$ cat src/design/pbe_pkg.sv
// Shared types and constants of the PackBits row encoder.
package pbe_pkg;

    // Widths fixed by the block's fields and state
    localparam int BYTE_W      = 8;
    localparam int FILL_W      = 9;
    localparam int BLK_IDX_W   = 7;
    localparam int LEN_W       = 16;
    localparam int WORD_BYTES  = 8;
    localparam int WORD_W      = WORD_BYTES * BYTE_W;
    localparam int LANE_W      = 3;
    localparam int COUNT_W     = 4;

    // Request queue between front and back
    localparam int QUEUE_DEPTH = 4;
    localparam int QUEUE_PTR_W = 2;
    localparam int QUEUE_CNT_W = 3;

    // Kind of block to write out
    typedef enum logic [1:0] {
        EMIT_NONE,
        EMIT_LIT,
        EMIT_RUN
    } emit_kind_t;

    // One block: header byte, and the value byte for a run
    typedef struct packed {
        emit_kind_t        kind;
        logic [BYTE_W-1:0] hdr;
        logic [BYTE_W-1:0] val;
    } emit_t;

    // One request: store write, first block, store restart, row-end block
    typedef struct packed {
        logic                 wr_en;
        logic [BLK_IDX_W-1:0] wr_addr;
        logic [BYTE_W-1:0]    data;
        emit_t                emit_a;
        logic                 post_wr;
        emit_t                emit_b;
        logic                 row_end;
        logic [LEN_W-1:0]     row_length;
    } cmd_t;

endpackage

$ cat src/design/pbe_front.sv
// Front end: tracks run/literal state per byte and issues one request per byte.
module pbe_front #(
    parameter int MAX_LITERAL = 128,
    parameter int MAX_RUN_LEN = 128,
    parameter int MIN_RUN_LEN = 3
) (
    input  logic                         aclk,
    input  logic                         aresetn,
    input  logic                         in_valid,
    output logic                         in_ready,
    input  logic [pbe_pkg::BYTE_W-1:0]   in_byte,
    input  logic                         in_row_end,
    output logic                         push_valid,
    input  logic                         push_ready,
    output pbe_pkg::cmd_t                push_cmd
);

    localparam logic [pbe_pkg::FILL_W-1:0] MAX_LIT_F = MAX_LITERAL[pbe_pkg::FILL_W-1:0];
    localparam logic [pbe_pkg::FILL_W-1:0] MAX_RUN_F = MAX_RUN_LEN[pbe_pkg::FILL_W-1:0];
    localparam logic [pbe_pkg::FILL_W-1:0] MIN_RUN_F = MIN_RUN_LEN[pbe_pkg::FILL_W-1:0];

    logic [pbe_pkg::FILL_W-1:0] fill_reg, fill_next, fill_mid;
    logic [pbe_pkg::BYTE_W-1:0] rb_reg, rb_next, rb_mid;
    logic [pbe_pkg::BYTE_W-1:0] prev_reg, prev_next;
    logic                       mode_reg, mode_next, mode_mid;
    logic                       active_reg, active_next;
    logic [pbe_pkg::LEN_W-1:0]  total_reg, total_next, total_sat;

    logic [pbe_pkg::FILL_W-1:0] n;
    logic [pbe_pkg::FILL_W-1:0] rb_wide;
    logic [pbe_pkg::FILL_W-1:0] run_cnt_a;
    logic [pbe_pkg::FILL_W-1:0] run_cnt_b;
    logic [pbe_pkg::FILL_W-1:0] add_a, add_b;
    logic [pbe_pkg::LEN_W:0]    sum;
    logic                       accept;
    pbe_pkg::emit_t             emit_a, emit_b;
    logic                       post_wr;
    logic                       wr_en;
    logic [pbe_pkg::BLK_IDX_W-1:0] wr_addr;

    assign in_ready   = push_ready;
    assign push_valid = in_valid;
    assign accept     = in_valid && push_ready;

    assign n         = fill_reg + 9'd1;
    assign rb_wide   = {1'b0, rb_reg};
    assign run_cnt_a = n - 9'd1 - rb_wide;

    // Classify the byte: store write, block to close, new mode
    always_comb begin
        emit_a      = '{kind: pbe_pkg::EMIT_NONE, hdr: '0, val: in_byte};
        post_wr     = 1'b0;
        fill_mid    = fill_reg;
        rb_mid      = rb_reg;
        mode_mid    = mode_reg;
        wr_en       = 1'b0;
        wr_addr     = fill_reg[pbe_pkg::BLK_IDX_W-1:0];
        if (!active_reg) begin
            wr_en    = 1'b1;
            wr_addr  = '0;
            fill_mid = 9'd1;
            rb_mid   = '0;
            mode_mid = 1'b0;
        end else begin
            wr_en    = (fill_reg < MAX_LIT_F);
            fill_mid = n;
            if (!mode_reg) begin
                priority if (n > MAX_LIT_F) begin
                    // Literal block is full: close it and restart with this byte
                    emit_a.kind = pbe_pkg::EMIT_LIT;
                    emit_a.hdr  = 8'(n - 9'd2);
                    post_wr     = 1'b1;
                    fill_mid    = 9'd1;
                    rb_mid      = '0;
                end else if (in_byte == prev_reg) begin
                    if ((n - rb_wide) >= MIN_RUN_F) begin
                        // Close the literal part before the run
                        if (rb_reg != '0) begin
                            emit_a.kind = pbe_pkg::EMIT_LIT;
                            emit_a.hdr  = rb_reg - 8'd1;
                        end
                        mode_mid = 1'b1;
                    end else if (rb_reg == '0) begin
                        mode_mid = 1'b1;
                    end
                end else begin
                    rb_mid = 8'(n - 9'd1);
                end
            end else if (in_byte != prev_reg || (n - rb_wide) > MAX_RUN_F) begin
                // Run broken or full: close it and restart with this byte
                emit_a.kind = pbe_pkg::EMIT_RUN;
                emit_a.hdr  = 8'd1 - run_cnt_a[pbe_pkg::BYTE_W-1:0];
                emit_a.val  = prev_reg;
                post_wr     = 1'b1;
                fill_mid    = 9'd1;
                rb_mid      = '0;
                mode_mid    = 1'b0;
            end
        end
    end

    assign run_cnt_b = fill_mid - {1'b0, rb_mid};

    // Flush at row end
    always_comb begin
        emit_b = '{kind: pbe_pkg::EMIT_NONE, hdr: '0, val: in_byte};
        if (in_row_end) begin
            if (mode_mid) begin
                emit_b.kind = pbe_pkg::EMIT_RUN;
                emit_b.hdr  = 8'd1 - run_cnt_b[pbe_pkg::BYTE_W-1:0];
            end else begin
                emit_b.kind = pbe_pkg::EMIT_LIT;
                emit_b.hdr  = 8'(fill_mid - 9'd1);
            end
        end
    end

    // Count compressed bytes of the row, saturating
    always_comb begin
        unique case (emit_a.kind)
            pbe_pkg::EMIT_LIT: add_a = {1'b0, emit_a.hdr} + 9'd2;
            pbe_pkg::EMIT_RUN: add_a = 9'd2;
            default:           add_a = '0;
        endcase
        unique case (emit_b.kind)
            pbe_pkg::EMIT_LIT: add_b = {1'b0, emit_b.hdr} + 9'd2;
            pbe_pkg::EMIT_RUN: add_b = 9'd2;
            default:           add_b = '0;
        endcase
        sum       = {1'b0, (active_reg ? total_reg : 16'd0)} + 17'(add_a) + 17'(add_b);
        total_sat = sum[pbe_pkg::LEN_W] ? 16'hFFFF : sum[pbe_pkg::LEN_W-1:0];
    end

    // Build the request
    always_comb begin
        push_cmd.wr_en      = wr_en;
        push_cmd.wr_addr    = wr_addr;
        push_cmd.data       = in_byte;
        push_cmd.emit_a     = emit_a;
        push_cmd.post_wr    = post_wr;
        push_cmd.emit_b     = emit_b;
        push_cmd.row_end    = in_row_end;
        push_cmd.row_length = total_sat;
    end

    // Advance state on each accepted byte; clear it at row end
    always_comb begin
        fill_next   = fill_reg;
        rb_next     = rb_reg;
        prev_next   = prev_reg;
        mode_next   = mode_reg;
        active_next = active_reg;
        total_next  = total_reg;
        if (accept) begin
            if (in_row_end) begin
                fill_next   = '0;
                rb_next     = '0;
                prev_next   = '0;
                mode_next   = 1'b0;
                active_next = 1'b0;
                total_next  = '0;
            end else begin
                fill_next   = fill_mid;
                rb_next     = rb_mid;
                prev_next   = in_byte;
                mode_next   = mode_mid;
                active_next = 1'b1;
                total_next  = total_sat;
            end
        end
    end

    always_ff @(posedge aclk) begin
        if (!aresetn) begin
            fill_reg   <= '0;
            rb_reg     <= '0;
            prev_reg   <= '0;
            mode_reg   <= 1'b0;
            active_reg <= 1'b0;
            total_reg  <= '0;
        end else begin
            fill_reg   <= fill_next;
            rb_reg     <= rb_next;
            prev_reg   <= prev_next;
            mode_reg   <= mode_next;
            active_reg <= active_next;
            total_reg  <= total_next;
        end
    end

endmodule

$ cat src/design/pbe_queue.sv
// Request queue between the front end and the back end.
module pbe_queue (
    input  logic          aclk,
    input  logic          aresetn,
    input  logic          push_valid,
    output logic          push_ready,
    input  pbe_pkg::cmd_t push_cmd,
    output logic          pop_valid,
    input  logic          pop_ready,
    output pbe_pkg::cmd_t pop_cmd
);

    localparam logic [pbe_pkg::QUEUE_CNT_W-1:0] FULL_CNT =
        pbe_pkg::QUEUE_DEPTH[pbe_pkg::QUEUE_CNT_W-1:0];

    pbe_pkg::cmd_t                    entry_reg [pbe_pkg::QUEUE_DEPTH];
    logic [pbe_pkg::QUEUE_PTR_W-1:0]  wr_ptr_reg, wr_ptr_next;
    logic [pbe_pkg::QUEUE_PTR_W-1:0]  rd_ptr_reg, rd_ptr_next;
    logic [pbe_pkg::QUEUE_CNT_W-1:0]  cnt_reg, cnt_next;
    logic                             do_push, do_pop;

    assign push_ready = (cnt_reg != FULL_CNT);
    assign pop_valid  = (cnt_reg != '0);
    assign pop_cmd    = entry_reg[rd_ptr_reg];
    assign do_push    = push_valid && push_ready;
    assign do_pop     = pop_valid && pop_ready;

    // Move pointers and occupancy
    always_comb begin
        wr_ptr_next = do_push ? wr_ptr_reg + 2'd1 : wr_ptr_reg;
        rd_ptr_next = do_pop ? rd_ptr_reg + 2'd1 : rd_ptr_reg;
        cnt_next    = cnt_reg;
        if (do_push && !do_pop) begin
            cnt_next = cnt_reg + 3'd1;
        end else if (do_pop && !do_push) begin
            cnt_next = cnt_reg - 3'd1;
        end
    end

    always_ff @(posedge aclk) begin
        if (!aresetn) begin
            wr_ptr_reg <= '0;
            rd_ptr_reg <= '0;
            cnt_reg    <= '0;
        end else begin
            wr_ptr_reg <= wr_ptr_next;
            rd_ptr_reg <= rd_ptr_next;
            cnt_reg    <= cnt_next;
        end
    end

    // Hold request payloads
    always_ff @(posedge aclk) begin
        if (do_push) begin
            entry_reg[wr_ptr_reg] <= push_cmd;
        end
    end

endmodule

$ cat src/design/pbe_back.sv
// Back end: literal store, byte sequencer, word packer and output register.
module pbe_back #(
    parameter int MAX_LITERAL = 128
) (
    input  logic                          aclk,
    input  logic                          aresetn,
    input  logic                          q_valid,
    output logic                          q_ready,
    input  pbe_pkg::cmd_t                 q_cmd,
    output logic                          m_valid,
    input  logic                          m_ready,
    output logic [pbe_pkg::WORD_W-1:0]    m_packed_bytes,
    output logic [pbe_pkg::COUNT_W-1:0]   m_byte_count,
    output logic                          m_last_of_item,
    output logic                          m_row_done,
    output logic [pbe_pkg::LEN_W-1:0]     m_row_length
);

    localparam int AW = $clog2(MAX_LITERAL);

    localparam logic [1:0] PH_IDLE = 2'd0;
    localparam logic [1:0] PH_HDR  = 2'd1;
    localparam logic [1:0] PH_VAL  = 2'd2;
    localparam logic [1:0] PH_BODY = 2'd3;

    // Literal store
    logic [pbe_pkg::BYTE_W-1:0] store_mem [MAX_LITERAL];
    logic                       mem_we, mem_re;
    logic [AW-1:0]              mem_waddr;
    logic [pbe_pkg::BYTE_W-1:0] mem_wdata;
    logic [pbe_pkg::BYTE_W-1:0] rdata_reg;

    // Sequencer
    logic [1:0]                    phase_reg, phase_next;
    logic                          second_reg, second_next;
    logic [pbe_pkg::BLK_IDX_W-1:0] idx_reg, idx_next;
    pbe_pkg::cmd_t                 cur_reg, cur_next;
    pbe_pkg::emit_t                emit_cur;
    logic                          has_b;
    logic                          step, step_mem, step_end, step_last;
    logic [pbe_pkg::BYTE_W-1:0]    step_byte;
    logic                          adv;

    // Byte stage
    logic                       s1_valid_reg;
    logic                       s1_mem_reg;
    logic [pbe_pkg::BYTE_W-1:0] s1_byte_reg;
    logic                       s1_last_reg;
    logic                       s1_done_reg;
    logic [pbe_pkg::LEN_W-1:0]  s1_len_reg;

    // Packer and output
    logic [pbe_pkg::LANE_W-1:0] pk_cnt_reg;
    logic [pbe_pkg::WORD_W-1:0] pk_word_reg;
    logic [pbe_pkg::WORD_W-1:0] word_ins;
    logic [pbe_pkg::BYTE_W-1:0] pk_byte;
    logic                       word_done, out_free, pk_take;
    logic                       m_valid_reg;
    logic [pbe_pkg::WORD_W-1:0]  m_word_reg;
    logic [pbe_pkg::COUNT_W-1:0] m_count_reg;
    logic                        m_last_reg;
    logic                        m_done_reg;
    logic [pbe_pkg::LEN_W-1:0]   m_len_reg;

    assign emit_cur  = second_reg ? cur_reg.emit_b : cur_reg.emit_a;
    assign has_b     = (cur_reg.emit_b.kind != pbe_pkg::EMIT_NONE);
    assign step_last = step_end && (second_reg || !has_b);

    // Step through requests: pop, header, value or stored bytes
    always_comb begin
        q_ready     = 1'b0;
        mem_we      = 1'b0;
        mem_re      = 1'b0;
        mem_waddr   = '0;
        mem_wdata   = cur_reg.data;
        phase_next  = phase_reg;
        second_next = second_reg;
        idx_next    = idx_reg;
        cur_next    = cur_reg;
        step        = 1'b0;
        step_mem    = 1'b0;
        step_end    = 1'b0;
        step_byte   = emit_cur.hdr;
        unique case (phase_reg)
            PH_IDLE: begin
                if (q_valid) begin
                    q_ready   = 1'b1;
                    cur_next  = q_cmd;
                    mem_we    = q_cmd.wr_en;
                    mem_waddr = q_cmd.wr_addr[AW-1:0];
                    mem_wdata = q_cmd.data;
                    if (q_cmd.emit_a.kind != pbe_pkg::EMIT_NONE) begin
                        phase_next  = PH_HDR;
                        second_next = 1'b0;
                    end else if (q_cmd.emit_b.kind != pbe_pkg::EMIT_NONE) begin
                        phase_next  = PH_HDR;
                        second_next = 1'b1;
                    end
                end
            end
            PH_HDR: begin
                if (adv) begin
                    step       = 1'b1;
                    idx_next   = '0;
                    phase_next = (emit_cur.kind == pbe_pkg::EMIT_LIT) ? PH_BODY : PH_VAL;
                end
            end
            PH_VAL: begin
                if (adv) begin
                    step      = 1'b1;
                    step_byte = emit_cur.val;
                    step_end  = 1'b1;
                end
            end
            PH_BODY: begin
                if (adv) begin
                    step     = 1'b1;
                    step_mem = 1'b1;
                    mem_re   = 1'b1;
                    idx_next = idx_reg + 7'd1;
                    step_end = (idx_reg == emit_cur.hdr[pbe_pkg::BLK_IDX_W-1:0]);
                end
            end
        endcase
        // End of a block: restart the store, then the row-end block or idle
        if (step_end) begin
            if (!second_reg && cur_reg.post_wr) begin
                mem_we    = 1'b1;
                mem_waddr = '0;
                mem_wdata = cur_reg.data;
            end
            if (!second_reg && has_b) begin
                phase_next  = PH_HDR;
                second_next = 1'b1;
            end else begin
                phase_next = PH_IDLE;
            end
        end
    end

    always_ff @(posedge aclk) begin
        if (mem_we) begin
            store_mem[mem_waddr] <= mem_wdata;
        end
        if (mem_re) begin
            rdata_reg <= store_mem[idx_reg[AW-1:0]];
        end
    end

    always_ff @(posedge aclk) begin
        if (!aresetn) begin
            phase_reg  <= PH_IDLE;
            second_reg <= 1'b0;
        end else begin
            phase_reg  <= phase_next;
            second_reg <= second_next;
        end
    end

    always_ff @(posedge aclk) begin
        idx_reg <= idx_next;
        cur_reg <= cur_next;
    end

    // Byte stage: hold while the packer stalls
    always_ff @(posedge aclk) begin
        if (!aresetn) begin
            s1_valid_reg <= 1'b0;
        end else if (adv) begin
            s1_valid_reg <= step;
        end
    end

    always_ff @(posedge aclk) begin
        if (adv && step) begin
            s1_mem_reg  <= step_mem;
            s1_byte_reg <= step_byte;
            s1_last_reg <= step_last;
            s1_done_reg <= step_last && cur_reg.row_end;
            s1_len_reg  <= cur_reg.row_length;
        end
    end

    // Pack bytes into a word, first byte low
    always_comb begin
        pk_byte  = s1_mem_reg ? rdata_reg : s1_byte_reg;
        word_ins = (pk_cnt_reg == '0) ? '0 : pk_word_reg;
        word_ins[{pk_cnt_reg, 3'b000} +: pbe_pkg::BYTE_W] = pk_byte;
    end

    assign word_done = (pk_cnt_reg == 3'd7) || s1_last_reg;
    assign out_free  = !m_valid_reg || m_ready;
    assign pk_take   = s1_valid_reg && (!word_done || out_free);
    assign adv       = !s1_valid_reg || pk_take;

    always_ff @(posedge aclk) begin
        if (!aresetn) begin
            pk_cnt_reg  <= '0;
            m_valid_reg <= 1'b0;
        end else begin
            if (pk_take) begin
                pk_cnt_reg <= word_done ? 3'd0 : pk_cnt_reg + 3'd1;
            end
            if (pk_take && word_done) begin
                m_valid_reg <= 1'b1;
            end else if (m_ready) begin
                m_valid_reg <= 1'b0;
            end
        end
    end

    always_ff @(posedge aclk) begin
        if (pk_take && !word_done) begin
            pk_word_reg <= word_ins;
        end
        if (pk_take && word_done) begin
            m_word_reg  <= word_ins;
            m_count_reg <= {1'b0, pk_cnt_reg} + 4'd1;
            m_last_reg  <= s1_last_reg;
            m_done_reg  <= s1_done_reg;
            m_len_reg   <= s1_done_reg ? s1_len_reg : '0;
        end
    end

    assign m_valid        = m_valid_reg;
    assign m_packed_bytes = m_word_reg;
    assign m_byte_count   = m_count_reg;
    assign m_last_of_item = m_last_reg;
    assign m_row_done     = m_done_reg;
    assign m_row_length   = m_len_reg;

endmodule

$ cat src/design/packbits_row_encoder.sv
// Top level of the PackBits row encoder: front end, request queue, back end.
//
//   channel   direction  handshake           payload
//   s_        in         s_valid / s_ready   s_data_byte, s_row_end
//   m_        out        m_valid / m_ready   m_packed_bytes, m_byte_count,
//                                            m_last_of_item, m_row_done, m_row_length
//
// The front end takes one byte per cycle while the four-entry request queue has room.
// The back end pops each request, then sends its blocks byte by byte: a literal block
// as its header and stored bytes, a run as its header and value, with stored bytes read
// through the single store read port; it pops the next request only once these are out.
// Reset is synchronous; the literal store needs no clearing, so the block is ready
// as soon as reset is released. m_ready low stalls the packer, then the queue, then s_ready.
module packbits_row_encoder #(
    parameter int MAX_LITERAL = 128,
    parameter int MAX_RUN_LEN = 128,
    parameter int MIN_RUN_LEN = 3
) (
    input  logic                          aclk,
    input  logic                          aresetn,
    input  logic                          s_valid,
    output logic                          s_ready,
    input  logic [pbe_pkg::BYTE_W-1:0]    s_data_byte,
    input  logic                          s_row_end,
    output logic                          m_valid,
    input  logic                          m_ready,
    output logic [pbe_pkg::WORD_W-1:0]    m_packed_bytes,
    output logic [pbe_pkg::COUNT_W-1:0]   m_byte_count,
    output logic                          m_last_of_item,
    output logic                          m_row_done,
    output logic [pbe_pkg::LEN_W-1:0]     m_row_length
);

    logic          push_valid, push_ready;
    pbe_pkg::cmd_t push_cmd;
    logic          pop_valid, pop_ready;
    pbe_pkg::cmd_t pop_cmd;

    // Classify bytes into requests
    pbe_front #(
        .MAX_LITERAL (MAX_LITERAL),
        .MAX_RUN_LEN (MAX_RUN_LEN),
        .MIN_RUN_LEN (MIN_RUN_LEN)
    ) u_front (
        .aclk       (aclk),
        .aresetn    (aresetn),
        .in_valid   (s_valid),
        .in_ready   (s_ready),
        .in_byte    (s_data_byte),
        .in_row_end (s_row_end),
        .push_valid (push_valid),
        .push_ready (push_ready),
        .push_cmd   (push_cmd)
    );

    // Buffer requests
    pbe_queue u_queue (
        .aclk       (aclk),
        .aresetn    (aresetn),
        .push_valid (push_valid),
        .push_ready (push_ready),
        .push_cmd   (push_cmd),
        .pop_valid  (pop_valid),
        .pop_ready  (pop_ready),
        .pop_cmd    (pop_cmd)
    );

    // Carry out requests and pack output words
    pbe_back #(
        .MAX_LITERAL (MAX_LITERAL)
    ) u_back (
        .aclk           (aclk),
        .aresetn        (aresetn),
        .q_valid        (pop_valid),
        .q_ready        (pop_ready),
        .q_cmd          (pop_cmd),
        .m_valid        (m_valid),
        .m_ready        (m_ready),
        .m_packed_bytes (m_packed_bytes),
        .m_byte_count   (m_byte_count),
        .m_last_of_item (m_last_of_item),
        .m_row_done     (m_row_done),
        .m_row_length   (m_row_length)
    );

endmodule

$ cat config.mk
export PLATFORM = sky130hd
export DESIGN_NAME = packbits_row_encoder
export DESIGN_NICKNAME = d
export VERILOG_FILES = /design/src/design/pbe_pkg.sv /design/src/design/pbe_front.sv /design/src/design/pbe_queue.sv /design/src/design/pbe_back.sv /design/src/design/packbits_row_encoder.sv
export SDC_FILE = /design/constraint.sdc
export NUM_CORES = 2
export LEC_CHECK = 0
export ABC_AREA = 1
export BUFFER_PORTS_ARGS = -buffer_cell sky130_fd_sc_hd__buf_4
export CORE_ASPECT_RATIO = 1.4
export CORE_UTILIZATION = 44
export CTS_CLUSTER_SIZE = 40
export DETAILED_ROUTE_END_ITERATION = 8
export PLACE_DENSITY = 0.56
export SYNTH_ARGS = -nofsm -noshare
export SYNTH_HDL_FRONTEND = slang
export SYNTH_SLANG_ARGS = --single-unit
export TNS_END_PERCENT = 20
$ cat constraint.sdc
create_clock -name aclk -period 8.18 [get_ports aclk]
set_input_delay 0 -clock aclk [delete_from_list [all_inputs] [get_ports aclk]]
set_output_delay 0 -clock aclk [all_outputs]
set_load 0.005 [all_outputs]
==> summary.txt <==
Die
  • Core Footprint: 0.146 mm^2
  • IO Pins: 101
  • Full die area: 0.149 mm^2
  • DIE WIDTH: 327 um
  • Height of the die: 456 um
  • Rows: 166
  • Initial core utilization: 44.4%

Worst setup path
  • Crit-path max FO: 8
  • Startpoint Class: flop
  • RR Startpoint: u_front.fill_reg[1]
  • Slowest cell on the critical path: fa_1
  • WS Path Type: flop to flop
  • Crit path capture type: flop
  • Worst Reg-to-Reg Cells: 46
  • Reg-to-Reg End: u_queue.entry_reg[1][11]
  • WP data required: 8.74 ns
  • CP arrival: 8.07 ns
  • CP Capture Point: u_queue.entry_reg[1][11]
  • Max incr delay on CP: 0.53 ns
  • Critical Path Start: u_front.fill_reg[1]
  • Register-to-Register Setup Slack: 0.68 ns

STA
  • Final min period: 7.50 ns
  • Final hold viol count: 0
  • Fmax: 133 MHz
  • Setup TNS: 0 ns
  • Max Slew Vio Count: 0
  • Final Setup Violations: 0
  • Slew HR: 22.9%
  • Layout Skew: 0.0315 ns
  • RSZ-0062 raised after global routing: no
  • Worst Tran Pin Value: 1.15 ns
  • Period utilisation layout: 91.7%

Clock network
  • Clock-pin slew on the worst setup and hold paths: 0.06 ns
  • Num CTS Buffers: 153
  • Clock Latency Late Sink: 0.81 ns
  • Htree depth: 4
  • Clock Tree Buf Depth: 3
  • CTS tree: done
  • Root buf cell: clkbuf_16
  • Clock sinks: 1,578

Global route
  • First-pass GRT wire length: 265,000 um
  • Antenna violations before repair: 1
  • Gr ovfl total: 0
  • Total GRT Usage: 23.7%
  • Pin count of the biggest net entering global routing: 168
  • Vias in the first global route: 41,000

Drt
  • Routed WL: 179,000 um
  • Vias post-DR: 42,100
  • DR vias/cell: 5.67
  • Residual DRC count: 0
  • WL/cell: 24.1 um
  • Pre-antenna DRT Iters: 6
  • Antenna Nets Post-Route: 0
  • Initial DRC Count: 3,840

Worst hold path
  • Hold depth: 2
  • Hold crit path type: input pin to flop

Cells and area
  • Fin nets: 5,457
  • Max reg flops: 1,024
  • Fillers: 12,900
  • Multi-input gate area: 0.0162 mm^2
  • Fin area: 0.0728 mm^2
  • Layout area overhead: 12.1%
  • Seq. cell area: 0.0468 mm^2
  • Commonest non-fill, non-tap cell in the layout: edfxtp_1
  • Final instance count without filler cells: 7,422
  • Share of layout cells above drive strength 1: 9.06%
  • Highest-count cells in the layout ignoring fill and taps: edfxtp_1 (1,518), nor2_1 (893), o21ai_0 (710), nand2_1 (613), o22ai_1 (272)

Yosys
  • Avg Inst Size Synth: 12.2 um^2
  • Post-Syn Area: 0.0649 mm^2
  • Yosys top cell by area: edfxtp_1
  • Post-Syn Instances: 5,318
  • Asr flop ratio synth: 0%
  • Syn nets: 5,407
  • Synth Flop Type: edfxtp_1
  • Yosys top cell area share: 70.2%
  • Seq cells post-synth: 1,578
  • Unique masters post-synth: 58
  • Total number of yosys warnings: 0
  • EDFF count, synth: 1,518
  • Sequential element share of the synthesized area: 72.1%
  • Synth area leaders: edfxtp_1 (70%), o21ai_0 (5.5%), nor2_1 (5.2%)

Placement
  • Post-Place Cells: 7,124
  • Dpl cell area: 0.0678 mm^2
  • Port Buffer Count: 100
  • RePlAce Congestion: 0.907
  • Final HPWL DP: 108,000 um

Pwr
  • Max VDD drop: 0.281 mV
  • Power per cell area: 342 mW/mm^2
  • Static Leak: 0.0243 uW

Outcome
  • Status: finished, final reports clean

Flow run
  • Max cap viols: 0
## how the worst min path moves through the flow
stage,startpoint,end,slack [ns]
2_1_floorplan,s_row_end,u_queue.entry_reg[0][16],0.1
3_3_place_gp,s_data_byte[0],u_queue.entry_reg[2][54],0.29
3_5_place_dp,s_data_byte[0],u_queue.entry_reg[2][54],0.29
4_1_cts,s_data_byte[5],u_queue.entry_reg[0][59],0.005
5_1_grt,s_data_byte[1],u_front.prev_reg[1],0.04
6_report,s_data_byte[5],u_queue.entry_reg[2][59],0.05
## metrics by stage
step / worst slack (ns) / util, % / power (uW) / hold slack [ns]
3_3_place_gp: 0.390 / 46.3 / 18200 / 0.293
5_1_grt: 0.0162 / 49.8 / 25800 / 0.0423
3_5_place_dp: 0.237 / 46.3 / 18300 / 0.292
6_report: 0.677 / 49.8 / 24900 / 0.0467
2_1_floorplan: 1.31 / - / 15400 / 0.0989
4_1_cts: 0.200 / 49.7 / 25000 / 0.00538
## critical path: cells and delay by family, from the launching register on
family	cells	cell delay (ns)
adder cells (fa/ha/maj)	8	2.58
flip-flops	1	0.41
AND/OR/NAND/NOR	23	2.47
AO/OA/AOI/OAI	8	1.22
buffers and inverters	7	0.61
## per-layer routing
layer | GRT usage [%] | wire length, um | up-vias
met5 | 0 | 0 | -
met4 | 9.49 | 6620 | 0
met3 | 3.05 | 8560 | 314
met2 | 41.4 | 92400 | 1161
met1 | 29.5 | 70900 | 21200
li1 | - | - | 19400
## layout make-up
class | instances | share of cell area (%)
antenna | 2 | 0.00688
clock buffer | 193 | 5.60
clock inverter | 82 | 0.954
inverter | 245 | 1.29
multi-input combinational | 3184 | 22.2
sequential | 1578 | 64.3
tap | 1932 | 3.32
timing repair buffer | 206 | 2.30
## logic make-up after synthesis
kind of cell | synth area share (%)
AO/OA/AOI/OAI | 11.4
AND/OR/NAND/NOR | 11.1
flip-flops | 72.1
buffers and inverters | 3.24
adder cells (fa/ha/maj) | 1.63
XOR/XNOR | 0.540
## what timing repair did
action                                 in CTS  in global routing
setup endpoints to repair                   0                 75
endpoints found under the hold margin     149                  0
gates resized for setup                     0                 12
hold buffers                               20                  0
buffers inserted                            0                  1
## cell usage after synthesis (3+ instances only)
cell type / number
edfxtp_1: 1518
nor2_1: 902
o21ai_0: 713
nand2_1: 626
clkbuf_1: 298
o22ai_1: 272
inv_1: 228
nand3_1: 150
a21oi_1: 104
o221ai_1: 95
ha_1: 62
dfxtp_1: 60
nand4_1: 39
xor2_1: 31
a31oi_1: 28
o211ai_1: 26
fa_1: 14
nand2_2: 14
nor3_1: 14
inv_2: 9
or2_2: 9
xnor2_1: 9
a221oi_1: 8
clkinv_1: 7
buf_1: 6
nand3_2: 6
a211oi_1: 5
a32oi_1: 5
buf_2: 5
nor2_4: 5
nand3b_1: 4
o21a_1: 4
o21bai_1: 4
nand2_4: 3
o21ai_2: 3
## where the power goes
| group | internal [uW] | switching (uW) | leakage [uW] |
|---|---|---|---|
| combinational | 1180 | 5240 | 0.00770 |
| clock | 3740 | 3060 | 0.00232 |
| sequential | 11400 | 240 | 0.0142 |
Note: power is estimated with default switching activity, not from simulation.
